### src/rtl/tvcs_pkg.sv
// ---------------------------------------------------------------------------
// tvcs_pkg
// Widths, constants and shared types of the cosine similarity core.
// ---------------------------------------------------------------------------
package tvcs_pkg;

  // input counts and products
  localparam int COUNT_BITS = 16;
  localparam int PROD_W     = 2 * COUNT_BITS;

  // pair accumulators, saturating
  localparam int ACC_W  = 48;
  localparam int ACCX_W = ACC_W + 1;

  // Q1.16 results and set sum
  localparam int Q_W    = 17;
  localparam int SUM_W  = 25;
  localparam int SUMX_W = SUM_W + 1;
  localparam logic [Q_W-1:0] ONE_Q16 = Q_W'(65536);

  // document count register and average divisor
  localparam int DOCS_W   = 9;
  localparam int MAX_DOCS = 256;
  localparam int DIV_W    = $clog2(MAX_DOCS);
  localparam logic [DOCS_W-1:0] DOC_TOTAL_RST = DOCS_W'(2);
  localparam logic [DIV_W-1:0]  DIV_MAX = DIV_W'(MAX_DOCS - 1);

  // square root: radicand is norm scaled by 2^16, root has 8 fraction bits
  localparam int RAD_W  = 64;
  localparam int ROOT_W = RAD_W / 2;
  localparam int SREM_W = ROOT_W + 2;
  localparam int SRSH_W = SREM_W + 2;

  // cosine division: dot * 2^32 / (ra * rb)
  localparam int DEN_W  = 2 * ROOT_W;
  localparam int DREM_W = DEN_W + 1;

  // iteration counts of the back-end sequencer
  localparam int STEP_W = 7;
  localparam logic [STEP_W-1:0] SQRT_LAST = STEP_W'(ROOT_W - 1);
  localparam logic [STEP_W-1:0] DIV_LAST  = STEP_W'(ACC_W + 32 - 1);
  localparam logic [STEP_W-1:0] AVG_LAST  = STEP_W'(SUM_W - 1);

  // pair queue
  localparam int QUEUE_DEPTH = 4;
  localparam int QPTR_W = $clog2(QUEUE_DEPTH);
  localparam int QCNT_W = QPTR_W + 1;

  // one finished pair, handed from front to back
  typedef struct packed {
    logic [ACC_W-1:0] dot;
    logic [ACC_W-1:0] own_norm;
    logic [ACC_W-1:0] other_norm;
    logic             last_doc;
  } pair_t;

  typedef struct packed {
    logic  valid;
    pair_t data;
  } q_push_t;

  typedef struct packed {
    logic  valid;
    pair_t data;
  } q_head_t;

  // one digit step of the square root
  typedef struct packed {
    logic [RAD_W-1:0]  rad;
    logic [ROOT_W-1:0] root;
    logic [SREM_W-1:0] rem;
  } sqrt_st_t;

  function automatic sqrt_st_t sqrt_step(sqrt_st_t cur);
    sqrt_st_t          nxt;
    logic [SRSH_W-1:0] r_sh;
    logic [SRSH_W-1:0] trial;
    r_sh  = {cur.rem, cur.rad[RAD_W-1 -: 2]};
    trial = {2'b00, cur.root, 2'b01};
    nxt.rad = {cur.rad[RAD_W-3:0], 2'b00};
    if (r_sh >= trial) begin
      nxt.rem  = SREM_W'(r_sh - trial);
      nxt.root = {cur.root[ROOT_W-2:0], 1'b1};
    end else begin
      nxt.rem  = r_sh[SREM_W-1:0];
      nxt.root = {cur.root[ROOT_W-2:0], 1'b0};
    end
    return nxt;
  endfunction

endpackage

### src/rtl/tvcs_ifs.sv
// ---------------------------------------------------------------------------
// tvcs channel interfaces
// Term input, result output and configuration write channels.
// ---------------------------------------------------------------------------
interface tvcs_in_if
  import tvcs_pkg::*;
();
  logic                  valid;
  logic                  ready;
  logic [COUNT_BITS-1:0] own_count;
  logic [COUNT_BITS-1:0] other_count;
  logic                  last_term;
  logic                  last_doc;

  modport source (output valid, own_count, other_count, last_term, last_doc, input ready);
  modport sink   (input valid, own_count, other_count, last_term, last_doc, output ready);
endinterface


### src/rtl/tvcs_front.sv
// ---------------------------------------------------------------------------
// tvcs_front
// Takes one term item per cycle while the queue has room, registers the three products and
// accumulates them; a last term pushes the finished pair to the queue.
// ---------------------------------------------------------------------------
module tvcs_front
  import tvcs_pkg::*;
(
  input  logic              clk,
  input  logic              rst,
  tvcs_in_if.sink           terms,
  input  logic [QCNT_W-1:0] q_level,
  output q_push_t           q_push
);

  logic              a_valid;
  logic              a_last_term;
  logic              a_last_doc;
  logic [PROD_W-1:0] p_dot;
  logic [PROD_W-1:0] p_own;
  logic [PROD_W-1:0] p_oth;

  logic [ACC_W-1:0]  acc_dot;
  logic [ACC_W-1:0]  acc_own;
  logic [ACC_W-1:0]  acc_oth;

  logic [ACCX_W-1:0] s_dot;
  logic [ACCX_W-1:0] s_own;
  logic [ACCX_W-1:0] s_oth;
  logic [ACC_W-1:0]  n_dot;
  logic [ACC_W-1:0]  n_own;
  logic [ACC_W-1:0]  n_oth;
  logic              fire;
  logic              a_close;

  // room for the pair in the product stage and one more
  assign a_close     = a_valid & a_last_term;
  assign terms.ready = (q_level + QCNT_W'(a_close)) < QCNT_W'(QUEUE_DEPTH);
  assign fire        = terms.valid & terms.ready;

  // product stage
  always_ff @(posedge clk) begin
    if (rst) begin
      a_valid <= 1'b0;
    end else begin
      a_valid <= fire;
    end
    if (fire) begin
      a_last_term <= terms.last_term;
      a_last_doc  <= terms.last_doc;
      p_dot <= PROD_W'(terms.own_count) * PROD_W'(terms.other_count);
      p_own <= PROD_W'(terms.own_count) * PROD_W'(terms.own_count);
      p_oth <= PROD_W'(terms.other_count) * PROD_W'(terms.other_count);
    end
  end

  // saturating sums
  always_comb begin
    s_dot = ACCX_W'(acc_dot) + ACCX_W'(p_dot);
    s_own = ACCX_W'(acc_own) + ACCX_W'(p_own);
    s_oth = ACCX_W'(acc_oth) + ACCX_W'(p_oth);
    n_dot = s_dot[ACC_W] ? '1 : s_dot[ACC_W-1:0];
    n_own = s_own[ACC_W] ? '1 : s_own[ACC_W-1:0];
    n_oth = s_oth[ACC_W] ? '1 : s_oth[ACC_W-1:0];
  end

  // accumulators, cleared after each pair
  always_ff @(posedge clk) begin
    if (rst) begin
      acc_dot <= '0;
      acc_own <= '0;
      acc_oth <= '0;
    end else if (a_valid) begin
      if (a_last_term) begin
        acc_dot <= '0;
        acc_own <= '0;
        acc_oth <= '0;
      end else begin
        acc_dot <= n_dot;
        acc_own <= n_own;
        acc_oth <= n_oth;
      end
    end
  end

  // finished pair to the queue
  always_comb begin
    q_push.valid           = a_close;
    q_push.data.dot        = n_dot;
    q_push.data.own_norm   = n_own;
    q_push.data.other_norm = n_oth;
    q_push.data.last_doc   = a_last_doc;
  end

endmodule

### src/flat_wrapper.sv
// flat-port wrapper written by rule: the top's interface ports become plain ports
module tvcs_front_flat import tvcs_pkg::*;
  (clk, rst, q_level, q_push, terms_valid, terms_own_count, terms_other_count, terms_last_term, terms_last_doc, terms_ready);
  tvcs_in_if terms_i ();
  input  logic clk;
  input  logic rst;
  input  logic [QCNT_W-1:0] q_level;
  output q_push_t q_push;
  input wire logic [$bits(terms_i.valid)-1:0] terms_valid;
  input wire logic [$bits(terms_i.own_count)-1:0] terms_own_count;
  input wire logic [$bits(terms_i.other_count)-1:0] terms_other_count;
  input wire logic [$bits(terms_i.last_term)-1:0] terms_last_term;
  input wire logic [$bits(terms_i.last_doc)-1:0] terms_last_doc;
  output wire logic [$bits(terms_i.ready)-1:0] terms_ready;
  assign terms_i.valid = terms_valid;
  assign terms_i.own_count = terms_own_count;
  assign terms_i.other_count = terms_other_count;
  assign terms_i.last_term = terms_last_term;
  assign terms_i.last_doc = terms_last_doc;
  assign terms_ready = terms_i.ready;
  tvcs_front u_core (.clk(clk), .rst(rst), .terms(terms_i), .q_level(q_level), .q_push(q_push));
endmodule
### config.mk
export PLATFORM = sky130hd
export DESIGN_NAME = tvcs_front_flat
export DESIGN_NICKNAME = d
export VERILOG_FILES = /design/src/rtl/tvcs_pkg.sv /design/src/rtl/tvcs_ifs.sv /design/src/rtl/tvcs_front.sv /design/src/flat_wrapper.sv
export SDC_FILE = /design/constraint.sdc
export NUM_CORES = 2
export LEC_CHECK = 0
export ABC_AREA = 1
export BUFFER_PORTS_ARGS = -buffer_cell sky130_fd_sc_hd__buf_4
export CORE_MARGIN = 3
export CORE_UTILIZATION = 45
export CTS_CLUSTER_DIAMETER = 40
export DETAILED_ROUTE_END_ITERATION = 7
export SKIP_CTS_REPAIR_TIMING = 1
export SYNTH_ARGS = -nofsm -noshare
export SYNTH_HDL_FRONTEND = slang
export SYNTH_SLANG_ARGS = --single-unit
### constraint.sdc
create_clock -name clk -period 9.8 [get_ports clk]
set_input_delay 1.96 -clock clk [delete_from_list [all_inputs] [get_ports clk]]
set_output_delay 1.96 -clock clk [all_outputs]
set_load 0.02 [all_outputs]
==> summary.md <==
| Metric | Value |
|---|---|
| Outcome | finished clean |
| Max FO, Critical Path | 33 |
| Final nets | 7185 |
| Initial core utilization | 45.54% |
| Setup TNS | 0 ps |
| Final Cycle Share | 71.65% |
| Worst-Skew Late Latency | 600 ps |
| DP Cell Count | ~7400 |
| Fin cells | approximately 7500 |
| Ports | 187 |
| Tot Pwr | between 15 and 20 mW |
| Synthesized area | approximately 43000 um^2 |
| HP Start | u_core.acc_oth[0] |
| Setup crit start | terms_own_count[8] |
| Clock tree sinks | between 200 and 250 |
| Dpl hpwl | between 90 and 100 mm |
| Type of destination of the critical path | register |
| Slowest Stage Delay on Critical Path | 590 ps |
| Worst path bufs/invs | 5 |
| Reg area | 5786 um^2 |
| CTS tree | built |
| Startpoint Class | primary input |
| Vias in the first global route | about 37000 |
| Setup WS pre-CTS | 2162 ps |
| Fill count | roughly 9600 |
| Initial DRC count | between 2000 and 2500 |
| Post-synth EDFFs | 96 |
| Clock Tree Root | clkbuf_16 |
| Routed vias | between 30000 and 40000 |
| Clk pin slew, worst setup/hold paths | approximately 60 ps |
| Core Rows | roughly 110 |
| CP Class | in -> reg |
| Fin Hold WS | 467.9 ps |
| FFs w/ async S/R, synth | 0% |
| Seq/Total Area, Yosys | between 10 and 15% |
| Core area | 93750 um^2 |
| Placed cell area | 45010 um^2 |
| Crit-path slowest cell | fa_1 |
| Cell Chain, Critical Path | buf_4 > nand2_1 > fa_1 > inv_1 > fa_1 > fa_1 > fa_1 > fa_1 > inv_1 > fa_1 > inv_1 > ha_1 > inv_1 > o21ai_0 > a21oi_1 > nor2_1 > nor2_1 > nand3_1 > a21o_1 > nand2_1 > nand2_1 > nand2_1 > nand2_1 |
| Die area | 98610 um^2 |
| Fin. Hold Viols | 0 |
| Power Dens Cells | 354.9 nW/um^2 |
| Top cell by count, worst path | fa_1 |
| Initial antenna violation count | 0 |
| Detail Route Antenna Nets | 0 |
| Synthesized flop and latch total | 241 |
| Total CTS buffers | 44 |
| Clock Skews | 22.21 ps |
| Synth cell types | 45 |
| Synth warnings | 0 |
| Average cell area after synthesis | ~6.9 um^2 |
| Setup ws final | 2778 ps |
| Wire length per cell | roughly 16 um |
| Max cap viols | 0 |
| Fmax | about 140 MHz |
| R2r startpoint | u_core.p_own[21] |
| Prevailing post-synth register cell | dfxtp_1 |
| Post-synth net total | slightly above 7000 |
| Gpl congestion | 0.9612 |
| Worst Tran Pin Value | 1048 ps |
| Drc violations | 0 |
| Die W | 314.0 um |
| WL final | 122.0 mm |
| Maximum vdd drop | ~0.34 mV |
| Share of post-route cells with drive strength above 1 | ~6.9% |
| Final core utilization | 49.65% |
| Final min period | approximately 7000 ps |
| Required @ worst endpoint | around 10000 ps |
| CTS max path bufs | 3 |
| Router iterations before antenna repair | 5 |
| Hold/Removal Path Class | reg -> reg |
| Area Overhead vs Synth | 9.029% |
| Final instance area | about 47000 um^2 |
| Crit path DAT | 7370 ps |
| Cell count after synthesis | 6152 |
| Final setup fails | 0 |
| Remaining Overflow, GRT | 0 |
| Ant diodes | 0 |
| RSZ-0062 raised after global routing | false |
| Slew margin rel. | 29.85% |
| Leak | 26.48 nW |
| H-tree lvl count | 2 |
| PortBufs | 186 |
| First-pass GRT wire length | 198.5 mm |
| Die height | 314.0 um |
| Largest delay share family, worst path | adder cells |
| Largest net degree at the start of global routing | 76 |
| Routed vias/inst | 4.884 |
| Total GRT Usage | around a quarter |
| Pins Over Slew Limit | 0 |
| Multi-input gate area | around 30000 um^2 |
-- path summary, 6_finish.rpt --
check                                     endpoint  slack, ps  cells past startpoint
worst max-delay path              u_core.p_dot[29]       2780                     23
worst min-delay path             u_core.acc_oth[0]        470                      2
worst max register to register  u_core.acc_own[27]       6560                     11
worst min register to register   u_core.acc_oth[0]        470                      2
-- final cells by class --
type                    count  share of cell area [%]
repair buffers            192                   3.097
clock inverters            32                  0.8521
flip-flops and latches    241                   12.43
well taps                1254                   3.371
clock buffers              50                   2.459
multi-input cells        4219                   65.47
inverters                1528                   12.33
-- cell usage in the layout (no fill, tap or decap), drive strengths merged, types with 11 or more instances in the layout --
cell and instances:
a21o 15, a21oi 303, a31oi 11, buf 192, clkbuf 50, clkinv 16, dfxtp 145, edfxtp 96
fa 519, ha 400, inv 1537, nand2 1977, nand3 255, nand4 45, nor2 338, nor3 23
o21ai 65, o21bai 22, or2 39, xnor2 51, xor2 118
-- cell usage after synthesis (11+ instances only) --
master	instances	share of area [%]
a21o_1	15	0.26
a21oi_1	291	3.4
a21oi_2	12	0.25
a31oi_1	11	0.16
clkbuf_1	145	1.3
dfxtp_1	145	6.8
edfxtp_1	96	6.8
fa_1	519	24
ha_1	400	12
inv_1	1513	13
nand2_1	1920	17
nand2_2	42	0.62
nand2_4	15	0.40
nand3_1	224	2.6
nand3_2	31	0.73
nand4_1	45	0.66
nor2_1	328	2.9
nor3_1	22	0.26
o21ai_0	62	0.73
o21bai_1	22	0.39
or2_2	19	0.28
or2_4	18	0.37
xnor2_1	51	1.0
xor2_1	118	2.4
-- state kept, by name (all words and copies together) (netlist names) --
name                cells
u_core.a_last_doc       1
u_core.a_last_term      1
u_core.a_valid          1
u_core.p_own           31
u_core.acc_oth         48
u_core.acc_own         48
u_core.acc_dot         48
u_core.p_oth           31
u_core.p_dot           32
-- power breakdown --
part	total (mW)	internal [mW]	switching [mW]
clock network	1.61	0.999	0.608
logic	13.0	4.75	8.21
registers	1.95	1.80	0.151
-- metal layers --
layer / global-route usage, % / share of wire [%] / vias up
met1: 38.33 / 50 / 17290
met2: 38.51 / 42 / 865
met3: 2.541 / 5.4 / 127
li1: - / - / 18430
met4: 5.495 / 2.0 / 0
met5: 0 / 0 / -
-- kinds of logic after synthesis --
group                      Yosys count  share of synthesized area [%]
AOI/OAI and AO/OA                  437                          5.615
xor gates and xnor gates           169                          3.467
adders and majority gates          919                          36.06
buffers and inverters             1692                          15.11
DFF                                241                          13.55
and+or+nand+nor                   2694                          26.20
-- worst min-delay path: stages (launching register included) --
cell and delay, ps:
dfxtp_1 310, nand2_1 60, a21oi_1 50
Power figures use the tool's default switching activity.
