[src/rtl/tvcs_pkg.sv]
// ---------------------------------------------------------------------------
// tvcs_pkg
// Widths, constants and shared types of the cosine similarity core.
// ---------------------------------------------------------------------------
package tvcs_pkg;

  // input counts and products
  localparam int COUNT_BITS = 16;
  localparam int PROD_W     = 2 * COUNT_BITS;

  // pair accumulators, saturating
  localparam int ACC_W  = 48;
  localparam int ACCX_W = ACC_W + 1;

  // Q1.16 results and set sum
  localparam int Q_W    = 17;
  localparam int SUM_W  = 25;
  localparam int SUMX_W = SUM_W + 1;
  localparam logic [Q_W-1:0] ONE_Q16 = Q_W'(65536);

  // document count register and average divisor
  localparam int DOCS_W   = 9;
  localparam int MAX_DOCS = 256;
  localparam int DIV_W    = $clog2(MAX_DOCS);
  localparam logic [DOCS_W-1:0] DOC_TOTAL_RST = DOCS_W'(2);
  localparam logic [DIV_W-1:0]  DIV_MAX = DIV_W'(MAX_DOCS - 1);

  // square root: radicand is norm scaled by 2^16, root has 8 fraction bits
  localparam int RAD_W  = 64;
  localparam int ROOT_W = RAD_W / 2;
  localparam int SREM_W = ROOT_W + 2;
  localparam int SRSH_W = SREM_W + 2;

  // cosine division: dot * 2^32 / (ra * rb)
  localparam int DEN_W  = 2 * ROOT_W;
  localparam int DREM_W = DEN_W + 1;

  // iteration counts of the back-end sequencer
  localparam int STEP_W = 7;
  localparam logic [STEP_W-1:0] SQRT_LAST = STEP_W'(ROOT_W - 1);
  localparam logic [STEP_W-1:0] DIV_LAST  = STEP_W'(ACC_W + 32 - 1);
  localparam logic [STEP_W-1:0] AVG_LAST  = STEP_W'(SUM_W - 1);

  // pair queue
  localparam int QUEUE_DEPTH = 4;
  localparam int QPTR_W = $clog2(QUEUE_DEPTH);
  localparam int QCNT_W = QPTR_W + 1;

  // one finished pair, handed from front to back
  typedef struct packed {
    logic [ACC_W-1:0] dot;
    logic [ACC_W-1:0] own_norm;
    logic [ACC_W-1:0] other_norm;
    logic             last_doc;
  } pair_t;

  typedef struct packed {
    logic  valid;
    pair_t data;
  } q_push_t;

  typedef struct packed {
    logic  valid;
    pair_t data;
  } q_head_t;

  // one digit step of the square root
  typedef struct packed {
    logic [RAD_W-1:0]  rad;
    logic [ROOT_W-1:0] root;
    logic [SREM_W-1:0] rem;
  } sqrt_st_t;

  function automatic sqrt_st_t sqrt_step(sqrt_st_t cur);
    sqrt_st_t          nxt;
    logic [SRSH_W-1:0] r_sh;
    logic [SRSH_W-1:0] trial;
    r_sh  = {cur.rem, cur.rad[RAD_W-1 -: 2]};
    trial = {2'b00, cur.root, 2'b01};
    nxt.rad = {cur.rad[RAD_W-3:0], 2'b00};
    if (r_sh >= trial) begin
      nxt.rem  = SREM_W'(r_sh - trial);
      nxt.root = {cur.root[ROOT_W-2:0], 1'b1};
    end else begin
      nxt.rem  = r_sh[SREM_W-1:0];
      nxt.root = {cur.root[ROOT_W-2:0], 1'b0};
    end
    return nxt;
  endfunction

endpackage

[src/rtl/tvcs_queue.sv]
// ---------------------------------------------------------------------------
// tvcs_queue
// Short FIFO of finished pairs between the front and the back.
// ---------------------------------------------------------------------------
module tvcs_queue
  import tvcs_pkg::*;
(
  input  logic              clk,
  input  logic              rst,
  input  q_push_t           q_push,
  input  logic              pop,
  output q_head_t           head,
  output logic [QCNT_W-1:0] level
);

  pair_t             slots [QUEUE_DEPTH];
  logic [QPTR_W-1:0] wr_ptr;
  logic [QPTR_W-1:0] rd_ptr;
  logic              do_pop;

  assign do_pop = pop & (level != '0);

  // slot write
  always_ff @(posedge clk) begin
    if (q_push.valid) begin
      slots[wr_ptr] <= q_push.data;
    end
  end

  // pointers and fill level
  always_ff @(posedge clk) begin
    if (rst) begin
      wr_ptr <= '0;
      rd_ptr <= '0;
      level  <= '0;
    end else begin
      if (q_push.valid) begin
        wr_ptr <= wr_ptr + QPTR_W'(1);
      end
      if (do_pop) begin
        rd_ptr <= rd_ptr + QPTR_W'(1);
      end
      case ({q_push.valid, do_pop})
        2'b10:   level <= level + QCNT_W'(1);
        2'b01:   level <= level - QCNT_W'(1);
        default: level <= level;
      endcase
    end
  end

  assign head.valid = (level != '0);
  assign head.data  = slots[rd_ptr];

endmodule

[config.mk]
export PLATFORM = sky130hd
export DESIGN_NAME = tvcs_queue
export DESIGN_NICKNAME = d
export VERILOG_FILES = /design/src/rtl/tvcs_pkg.sv /design/src/rtl/tvcs_queue.sv
export SDC_FILE = /design/constraint.sdc
export NUM_CORES = 1
export LEC_CHECK = 0
export ABC_AREA = 1
export BUFFER_PORTS_ARGS = -buffer_cell sky130_fd_sc_hd__buf_2
export CELL_PAD_IN_SITES_DETAIL_PLACEMENT = 2
export CELL_PAD_IN_SITES_GLOBAL_PLACEMENT = 2
export CORE_MARGIN = 2
export CORE_UTILIZATION = 40
export CTS_CLUSTER_SIZE = 40
export DETAILED_ROUTE_END_ITERATION = 8
export GPL_TIMING_DRIVEN = 1
export PLACE_DENSITY_LB_ADDON = 0.1
export REMOVE_ABC_BUFFERS = 1
export SETUP_SLACK_MARGIN = 0.4
export SLEW_MARGIN = 0
export SYNTH_ARGS = -nofsm -noshare
export SYNTH_HDL_FRONTEND = slang
export SYNTH_SLANG_ARGS = --single-unit
[constraint.sdc]
create_clock -name clk -period 7.1 [get_ports clk]
set_input_delay 0.71 -clock clk [delete_from_list [all_inputs] [get_ports clk]]
set_output_delay 0.71 -clock clk [all_outputs]
set_load 0.01 [all_outputs]
==> results.md, run 1 <==
* Worst-path clk slew at 0.05 ns
* DP Worst Slack at 3.381 ns
* Final setup viols at 0
* Syn Inst Count at 1464
* Unrepaired setup endpoints after global routing: false
* Post-synthesis mux area share at 0%
* Adder-Cell Fraction of Synth Area at 0.3785%
* Capturing point of the worst reg2reg path: slots[0][50]
* Synth cell types at 18
* Clk sink count at 589
* Post-CTS Setup Bufs at 0
* Power Density at 336.5 mW/mm^2
* Clk_lat worst skew at 0.59 ns
* Critical Path AT at 3.57 ns
* WHS Endpoint: slots[1][94]
* Worst slew margin at 33.17%
* WL final at 61560 um
* Most frequent cells in the layout: edfxtp_1, buf_2, nor2_1, o21ai_0, o22ai_1
* Root Driver: clkbuf_16
* CTS tree: yes
* Setup TNS at 0 ns
* Worst hold path type: in2reg
* Max-slew violations at 0
* Critical Path End Type: primary output
* Layout cells sized above 1 at 22.09%
* Final core utilization at 47.84%
* CTS max path bufs at 3
* Initial DRT Pass Iterations at 4
* Leakage at 8.930 nW
* Hold Buf Count CTS at 0
* Synth top area cells: edfxtp_1, o21ai_0, nor2_1, o22ai_1, clkbuf_1
* Post-synth top area share at 79.83%
* Antenna violations before repair at 12
* Synth Warn # at 0
* Initial Util at 40.46%
* Peak Freq at 233.5 MHz
* Largest net degree at the start of global routing at 209
* Slew @ Worst Pin at 1.002 ns
* Layout Nets at 1900
* Via-per-instance ratio at 5.399
* Hold_sp: q_push[94]
* Resize count post-CTS at 0
* GR Util All Layers at 21.85%
* Worst Reg-to-Reg Cells at 5
* Post-route DRC violation count at 0
* Area grow syn2layout at 18.23%
* DRT iter0 DRCs at 769
* WS Path Type: reg2out
* Num rows at 85
* Max-cap viol count at 0
* Seq/Total Area, Yosys at 80.66%
* Leading cell type in the layout, fill and taps excluded: edfxtp_1
* # IOs at 298
* WL/cell at 24.78 um
* CTS buffer count at 66
* Die H at 237.5 um
* Final min period at 4.282 ns
* Hold-critical path depth at 1
* Post-DRT Antenna Nets at 0
* Core ar. at 0.05392 sq mm
* Status: complete, no violations
* GPL Wtd Cong at 0.7053
* Syn Std Cell Area at 0.02182 sq mm
* Fin crit share at 60.31%
* Gr ovfl total at 0
* Via count at 13410
* Synth Register Bits at 589
* DIE AREA at 0.05643 sq mm
* Vias in the first global route at 14885
* Largest family of logic cells by synthesized area: compound AO/OA/AOI/OAI gates
* Final hold vios at 0
* First-pass GRT wire length at 92580 um
* Synth Area in XOR/XNOR at 0%
* Die width at 237.5 um
* Max FO, Critical Path at 85
* Hpwl dp at 35040 um
* H-tree levels at 3
* # fillers at 5228
* Simple-Gate Fraction of Synth Area at 5.391%
* Required time of the critical path at 6.39 ns
* Complex-gate fraction of the synthesized area at 11.04%
* Leading area contributor after synthesis: edfxtp_1
* Avg Cell Area, Syn at 14.90 sq um
* Post-Route Skew at 0.02209 ns
* Worst vdd ir at 0.0001949 V
* Startpoint type of the worst setup path: register
* RR Startpoint: wr_ptr[0]
* Setup ws final at 2.818 ns
* R2R Setup Slk at 4.31 ns
* PortBufs at 297
[cells in the mapped netlist]
cell / count
nand4_1: 1
nor2_1: 294
buf_2: 19
o21ai_0: 294
a21oi_1: 6
edfxtp_1: 580
o22ai_1: 145
fa_1: 1
clkbuf_1: 61
ha_1: 5
inv_1: 16
nand3_1: 3
buf_4: 2
nand2_1: 12
and2_1: 1
inv_2: 2
dfxtp_1: 9
buf_6: 13
[final cells by class]
class	count	area (sq um)	share of cell area, %
flip-flops and latches	589	17600	68.25
multi-input cells	762	3667	14.22
clock buffers	91	1862	7.218
repair buffers	308	1582	6.131
well taps	696	870.8	3.376
clock inverters	16	100.1	0.3881
inverters	18	97.59	0.3784
diodes	4	10.01	0.03881
[kinds of logic (layout without fill, tap and decap cells)]
| family | Yosys count | in the layout |
|---|---|---|
| and+or+nand+nor | 311 | 311 |
| other | 0 | 4 |
| adders and majority gates | 6 | 6 |
| buffers and inverters | 113 | 433 |
| AOI/OAI and AO/OA | 445 | 445 |
| DFF | 589 | 589 |
[through the flow]
step           std cells  hold slack [ns]  total power, mW  cell area (sq um)
6_report            2484           0.3401            8.680              25790
3_3_place_gp        2373           0.4702            5.551              23820
2_1_floorplan       1369           0.4481            4.906              21330
4_1_cts             2480           0.3054            8.807              25780
5_1_grt             2480           0.3255            9.064              25780
3_5_place_dp        2373           0.4899            5.616              23820
[power by group]
| part | internal (mW) | leakage [nW] | switching, mW |
|---|---|---|---|
| Clock | 1.85 | 0.955 | 1.31 |
| Sequential | 3.99 | 5.40 | 0.0585 |
| Combinational | 0.438 | 2.57 | 1.03 |
| Total | 6.28 | 8.93 | 2.40 |
[metal layers]
layer,global-route usage [%],vias to the layer above,wire (um)
met4,5.984,16,1182
met2,39.62,261,32530
met5,0,-,95
li1,-,6100,-
met1,26.13,6938,24810
met3,4.912,95,2945
[sequential cells by signal, indices dropped and copies added (netlist names), named ones only]
register,count
wr_ptr,2
slots,580
rd_ptr,2
level,3
[worst max-delay path, cell delays in order, from the launching register on]
cell,delay (ns)
dfxtp_4,0.60
inv_4,0.84
buf_4,0.68
o21ai_0,0.26
o22ai_1,0.29
buf_2,0.19
[worst max-delay path by stage]
stage / end / slack (ns) / cells past startpoint
2_1_floorplan: head[0] / -2.59 / 3
3_3_place_gp: head[115] / 3.42 / 5
3_5_place_dp: head[131] / 3.38 / 5
4_1_cts: head[131] / 2.75 / 5
5_1_grt: head[131] / 2.62 / 5
6_report: head[131] / 2.82 / 5
Power figures use the tool's default switching activity.
==> inputs of run 2 (changes only) <==
--- a/config.mk
+++ b/config.mk
@@ -10,7 +10,7 @@
 export CELL_PAD_IN_SITES_DETAIL_PLACEMENT = 2
 export CELL_PAD_IN_SITES_GLOBAL_PLACEMENT = 2
 export CORE_MARGIN = 2
-export CORE_UTILIZATION = 40
+export CORE_UTILIZATION = 37
 export CTS_CLUSTER_SIZE = 40
 export DETAILED_ROUTE_END_ITERATION = 8
 export GPL_TIMING_DRIVEN = 1
==> constraint.sdc (replaced) <==
create_clock -name clk -period 3.54 [get_ports clk]
set_input_delay 0.354 -clock clk [delete_from_list [all_inputs] [get_ports clk]]
set_output_delay 0.354 -clock clk [all_outputs]
set_load 0.01 [all_outputs]
==> run 2 against run 1 <==
  * Wire length increased by 3.3%
  * Largest power group unchanged
  * Largest cell class unchanged
  * Clock skew decreased by 0.0062 ns
  * Count of clock-buffer cells in the layout decreased by 1
  * Global-route usage decreased by 1.2 points
  * Flip-flop and latch count stayed put
  * Hold slack worse by 0.26 ns
  * Register-to-register slack worse by 2.8 ns
  * Critical endpoint is now head[63]
  * Power up 110%
==> results.md, run 2 (synthesized netlist as in run 1, its figures left out) <==
* Max reg flops at 580 (unchanged)
* Fin crit share at 82.72%
* Placed cells at 2471 (+4.1%)
* CTS tree: yes
* Final setup viols at 0 (unchanged)
* Hold_sp: pop
* Worst Reg-to-Reg Cells at 5 (unchanged)
* RR Startpoint: wr_ptr[0]
* Post-CTS Setup Bufs at 0 (unchanged)
* Setup ws final at 0.6117 ns (-2.206 ns)
* Power Density at 641.6 mW/mm^2 (+91%)
* Status: complete, no violations
* Num rows at 89 (+4.7%)
* DP Worst Slack at 1.138 ns (-2.243 ns)
* Die H at 246.8 um (+3.9%)
* Final min period at 2.928 ns
* Worst slew margin at 45.14% (+12 points)
* Layout cells sized above 1 at 21.72% (-0.37 points)
* Vias in the first global route at 15724 (+5.6%)
* DIE AREA at 0.06092 sq mm (+8.0%)
* WL final at 63590 um (+3.3%)
* H-tree levels at 3 (unchanged)
* Critical Path End Type: primary output
* Most frequent cells in the layout: edfxtp_1, buf_2, nor2_1, o21ai_0, o22ai_1
* PortBufs at 297 (unchanged)
* Largest regs: slots: 580 flops, level: 3 flops
* Final core utilization at 47.31% (-0.53 points)
* Max-cap viol count at 0 (unchanged)
* Layout Nets at 2067 (+8.8%)
* Leading cell type in the layout, fill and taps excluded: edfxtp_1
* WS Path Type: reg2out
* Gr ovfl total at 0 (unchanged)
* Worst-path clk slew at 0.06 ns (about the same)
* Clk sink count at 589 (unchanged)
* Worst hold slack at 0.07770 ns (-0.2624 ns)
* CTS buffer count at 67 (+1.5%)
* Area grow syn2layout at 27.25%
* Post-route DRC violation count at 0 (unchanged)
* Post-DRT Antenna Nets at 0 (unchanged)
* Hold-critical path depth at 3 (+2)
* Required time of the critical path at 3.19 ns (-3.20 ns)
* DRT iter0 DRCs at 712 (-7.4%)
* Startpoint type of the worst setup path: register
* Capturing point of the worst reg2reg path: slots[2][46]
* # IOs at 298 (unchanged)
* Post-Route Skew at 0.01591 ns (-0.006183 ns)
* Max-slew violations at 0 (unchanged)
* CTS max path bufs at 3 (unchanged)
* Critical Path AT at 2.57 ns (-1.00 ns)
* Hpwl dp at 35800 um (+2.2%)
* Initial Util at 37.18% (-3.3 points)
* Largest net degree at the start of global routing at 126 (-40%)
* Worst hold path type: in2reg
* GPL Wtd Cong at 0.7570 (+7.3%)
* R2R Setup Slk at 1.53 ns (-2.78 ns)
* Initial DRT Pass Iterations at 4 (unchanged)
* WL/cell at 23.26 um (-6.1%)
* Clk_lat worst skew at 0.60 ns (about the same)
* Max FO, Critical Path at 62 (-27%)
* Die width at 246.8 um (+3.9%)
* Final hold vios at 0 (unchanged)
* Via-per-instance ratio at 5.157 (-4.5%)
* Via count at 14098 (+5.1%)
* Slew @ Worst Pin at 0.8230 ns (-0.1795 ns)
* Unrepaired setup endpoints after global routing: true
* Leakage at 9.746 nW (+9.1%)
* # fillers at 5569 (+6.5%)
* Peak Freq at 341.5 MHz
* GR Util All Layers at 20.68% (-1.2 points)
* Antenna violations before repair at 3 (-9)
* WHS Endpoint: rd_ptr[0]
* Root Driver: clkbuf_16
* Core ar. at 0.05869 sq mm (+8.8%)
* First-pass GRT wire length at 94550 um (+2.1%)
* Post-route insts no fill at 2734 (+10%)
* Worst vdd ir at 0.0004273 V (+120%)
* Biggest register: slots
## run 2: changes by cell type in the layout (fill, tap and decap cells not counted), sizes merged
cell         change
buf             +21
bufinv           +1
clkinv           +6
clkinvlp         +1
dlygate4sd3    +144
## run 2: per-stage QoR
| stage | power [mW] | setup TNS, ns | cell area [sq um] |
|---|---|---|---|
| floorplan | 9.839 | -1020.97 | 21330 |
| global placement | 11.24 | 0 | 24250 |
| detailed placement | 11.34 | 0 | 24250 |
| CTS | 18.02 | 0 | 27710 |
| global route | 18.58 | 0 | 27760 |
| finish | 17.81 | 0 | 27760 |
## run 2: cell type report
type                    instances  area, sq um  area share [%]
repair buffers                474         3388           12.20
clock buffers                  90         1848           6.657
inverters                      18        106.4          0.3831
well taps                     773        967.2           3.484
clock inverters                24        170.2          0.6129
flip-flops and latches        589        17600           63.41
diodes                          4        10.01         0.03606
multi-input cells             762         3667           13.21
## run 2: worst max path at each step
stage,slack [ns],depth (start not counted),end
floorplan,-5.79,3,head[0]
global route,0.37,4,head[62]
detailed placement,1.14,5,head[113]
finish,0.61,5,head[63]
CTS,0.47,5,head[113]
global placement,1.14,5,head[36]
## run 2: repair_timing
item	CTS	global route
hold endpoints to repair	576	0
hold buffers	144	0
setup endpoints to repair	0	4
resized for setup	0	3
## run 2: worst max-delay path: stages, from the launching register on
cell	delay [ns]
dfxtp_4	0.87
inv_4	0.19
clkbuf_16	0.30
o21ai_0	0.20
o22ai_1	0.09
buf_2	0.16
## run 2: metal layers
metal / track usage (%) / up-vias / routed length [um]
met5: 0 / - / 14
met4: 5.882 / 2 / 1382
met3: 4.743 / 99 / 2949
met2: 36.17 / 273 / 32520
met1: 25.61 / 7282 / 26730
li1: - / 6442 / -
## run 2: report_power, final
| part | internal (mW) | switching (mW) |
|---|---|---|
| Combinational | 1.06 | 2.12 |
| Clock | 3.79 | 2.70 |
| Sequential | 7.99 | 0.146 |
| Total | 12.8 | 4.97 |
==> inputs of run 3 (changes only) <==
==> constraint.sdc (replaced) <==
create_clock -name clk -period 2.65 [get_ports clk]
set_input_delay 0.265 -clock clk [delete_from_list [all_inputs] [get_ports clk]]
set_output_delay 0.265 -clock clk [all_outputs]
set_load 0.01 [all_outputs]
==> run 3 against run 2 <==
  * Non-clock buffer count rose by 66
  * Power rose by 44%
  * Sequential share of layout area fell by 3.7 points
  * Critical path type unchanged
  * Critical path depth rose by 2
  * Highest routed layer unchanged
  * Die area did not move
  * Combinational power rose by 81%
  * First-iteration DRC count fell by 6.3%
  * Clock power rose by 39%
  * Sequential power rose by 33%
  * Count of clock-buffer cells in the layout fell by 2
==> results.md, run 3 (synthesized netlist as in run 1, its figures left out) <==
* CP max stage delay at 0.36 ns (-0.51 ns)
* Worst slew margin at 64.85% (+20 points)
* Largest net degree at the start of global routing at 60 (-52%)
* Largest regs: slots: 580 flops, level: 3 flops
* Worst-path clk slew at 0.06 ns (about the same)
* FF/Latch Area at 0.01760 sq mm (unchanged)
* DIE AREA at 0.06092 sq mm (unchanged)
* Gr ovfl total at 0 (unchanged)
* DP Worst Slack at 0.6595 ns (-0.4780 ns)
* Die width at 246.8 um (unchanged)
* Via count at 14776 (+4.8%)
* Initial Util at 37.18% (unchanged)
* Crit-path cells: buf_12 > buf_12 > buf_12 > clkbuf_16 > nor2_1 > o22ai_1 > buf_2
* Setup ws final at 0.3906 ns (-0.2211 ns)
* Crit-path slowest cell: dfxtp_4
* Leading cell type in the layout, fill and taps excluded: edfxtp_1
* Max-cap viol count at 0 (unchanged)
* Fin area at 0.02946 sq mm (+6.1%)
* Biggest register: slots
* Final min period at 2.259 ns
* CTS buffer count at 67 (unchanged)
* Area grow syn2layout at 35.03%
* Layout cells sized above 1 at 25.30% (+3.6 points)
* Hpwl dp at 35900 um (+0.30%)
* Worst hold slack at 0.07486 ns (-0.002835 ns)
* Max reg flops at 580 (unchanged)
* First-pass GRT wire length at 100200 um (+5.9%)
* Peak Freq at 442.6 MHz
* Required time of the critical path at 2.38 ns (-0.81 ns)
* Final setup viols at 0 (unchanged)
* GR Util All Layers at 22.28% (+1.6 points)
* Num rows at 89 (unchanged)
* Critical Path End Type: primary output
* Cell with the most instances on the worst path: buf_12
* Hold_sp: q_push[145]
* Clk sink count at 589 (unchanged)
* WL final at 73400 um (+15%)
* Leakage at 10.50 nW (+7.8%)
* Worst vdd ir at 0.0006322 V (+48%)
* Startpoint type of the worst setup path: register
* # IOs at 298 (unchanged)
* Tot Pwr at 25.56 mW (+44%)
* Die H at 246.8 um (unchanged)
* GPL Wtd Cong at 0.7313 (-3.4%)
* DRT iter0 DRCs at 667 (-6.3%)
* Post-Route Skew at 0.01191 ns (-0.003999 ns)
* Post-route DRC violation count at 0 (unchanged)
* Power Density at 867.6 mW/mm^2 (+35%)
* Final hold vios at 0 (unchanged)
* Root Driver: clkbuf_16
* Worst hold path type: in2reg
* WL/cell at 26.17 um (+12%)
* PortBufs at 297 (unchanged)
* Setup TNS at 0 ns (unchanged)
* H-tree levels at 3 (unchanged)
* Max FO, Critical Path at 6 (-90%)
* WS Path Type: reg2out
* Via-per-instance ratio at 5.268 (+2.2%)
* Fin crit share at 85.26%
* Max-slew violations at 0 (unchanged)
* Critical Path AT at 1.99 ns (-0.58 ns)
* Status: complete, no violations
* # fillers at 5400 (-3.0%)
* CTS tree: yes
* Layout Nets at 2136 (+3.3%)
* Area of the multi-input gates at 0.003779 sq mm (+3.0%)
* Post-DRT Antenna Nets at 0 (unchanged)
* RR Startpoint: level[1]
* Antenna violations before repair at 8 (+5)
* Vias in the first global route at 16038 (+2.0%)
* Slew @ Worst Pin at 0.5272 ns (-0.2958 ns)
* Most frequent cells in the layout: edfxtp_1, nor2_1, buf_2, o21ai_0, dlygate4sd3_1
* Unrepaired setup endpoints after global routing: true
* Clk_lat worst skew at 0.60 ns (about the same)
* Core ar. at 0.05869 sq mm (unchanged)
* CTS max path bufs at 3 (unchanged)
* Initial DRT Pass Iterations at 5 (+1)
* DP Area at 0.02438 sq mm (+0.53%)
run 3: repair_timing:
action,in CTS,in global routing
setup buffers,15,10
cloned,13,22
hold buffers,147,0
gates resized for setup,45,112
pin swaps,2,35
hold endpoints to repair,582,0
endpoints found under the setup margin,145,113
run 3: metrics by stage:
stage                     util [%]  cells
after floorplan                  -   1369
after CTS                    48.71   2769
final                        50.20   2805
after global placement       41.54   2478
after detailed placement     41.54   2478
after global routing         50.20   2804
run 3: area by class of cell:
type                    count  area share, %
flip-flops and latches    589          59.76
repair buffers            540          16.37
multi-input cells         762          12.83
clock buffers              88          6.248
well taps                 773          3.283
clock inverters            28         0.8664
inverters                  18         0.4417
repair inverters            3         0.1699
diodes                      4        0.03398
run 3: power by group:
group	internal [mW]	total [mW]	switching, mW
clock network	5.35	9.01	3.66
logic	2.23	5.76	3.53
registers	10.7	10.8	0.116
run 3: worst paths after layout:
check | cells past startpoint | slack [ns] | endpoint
max | 7 | 0.39 | head[18]
min | 3 | 0.07 | wr_ptr[1]
max reg2reg | 11 | 0.78 | level[2]
min reg2reg | 2 | 0.50 | rd_ptr[0]
run 3: worst max-delay path: cells and delay by family, from the launching register on:
| kind | cells | cell delay [ns] |
|---|---|---|
| AND/OR/NAND/NOR | 1 | 0.15 |
| AO/OA/AOI/OAI | 1 | 0.11 |
| flip-flops | 1 | 0.36 |
| buffers and inverters | 5 | 0.77 |
run 3: metal layers:
metal / track usage [%] / share of wire [%] / vias to the layer above
li1: - / - / 6610
met5: 0 / 0.094 / -
met4: 7.442 / 2.7 / 10
met3: 4.569 / 4.7 / 133
met1: 27.04 / 41 / 7675
met2: 39.52 / 51 / 348
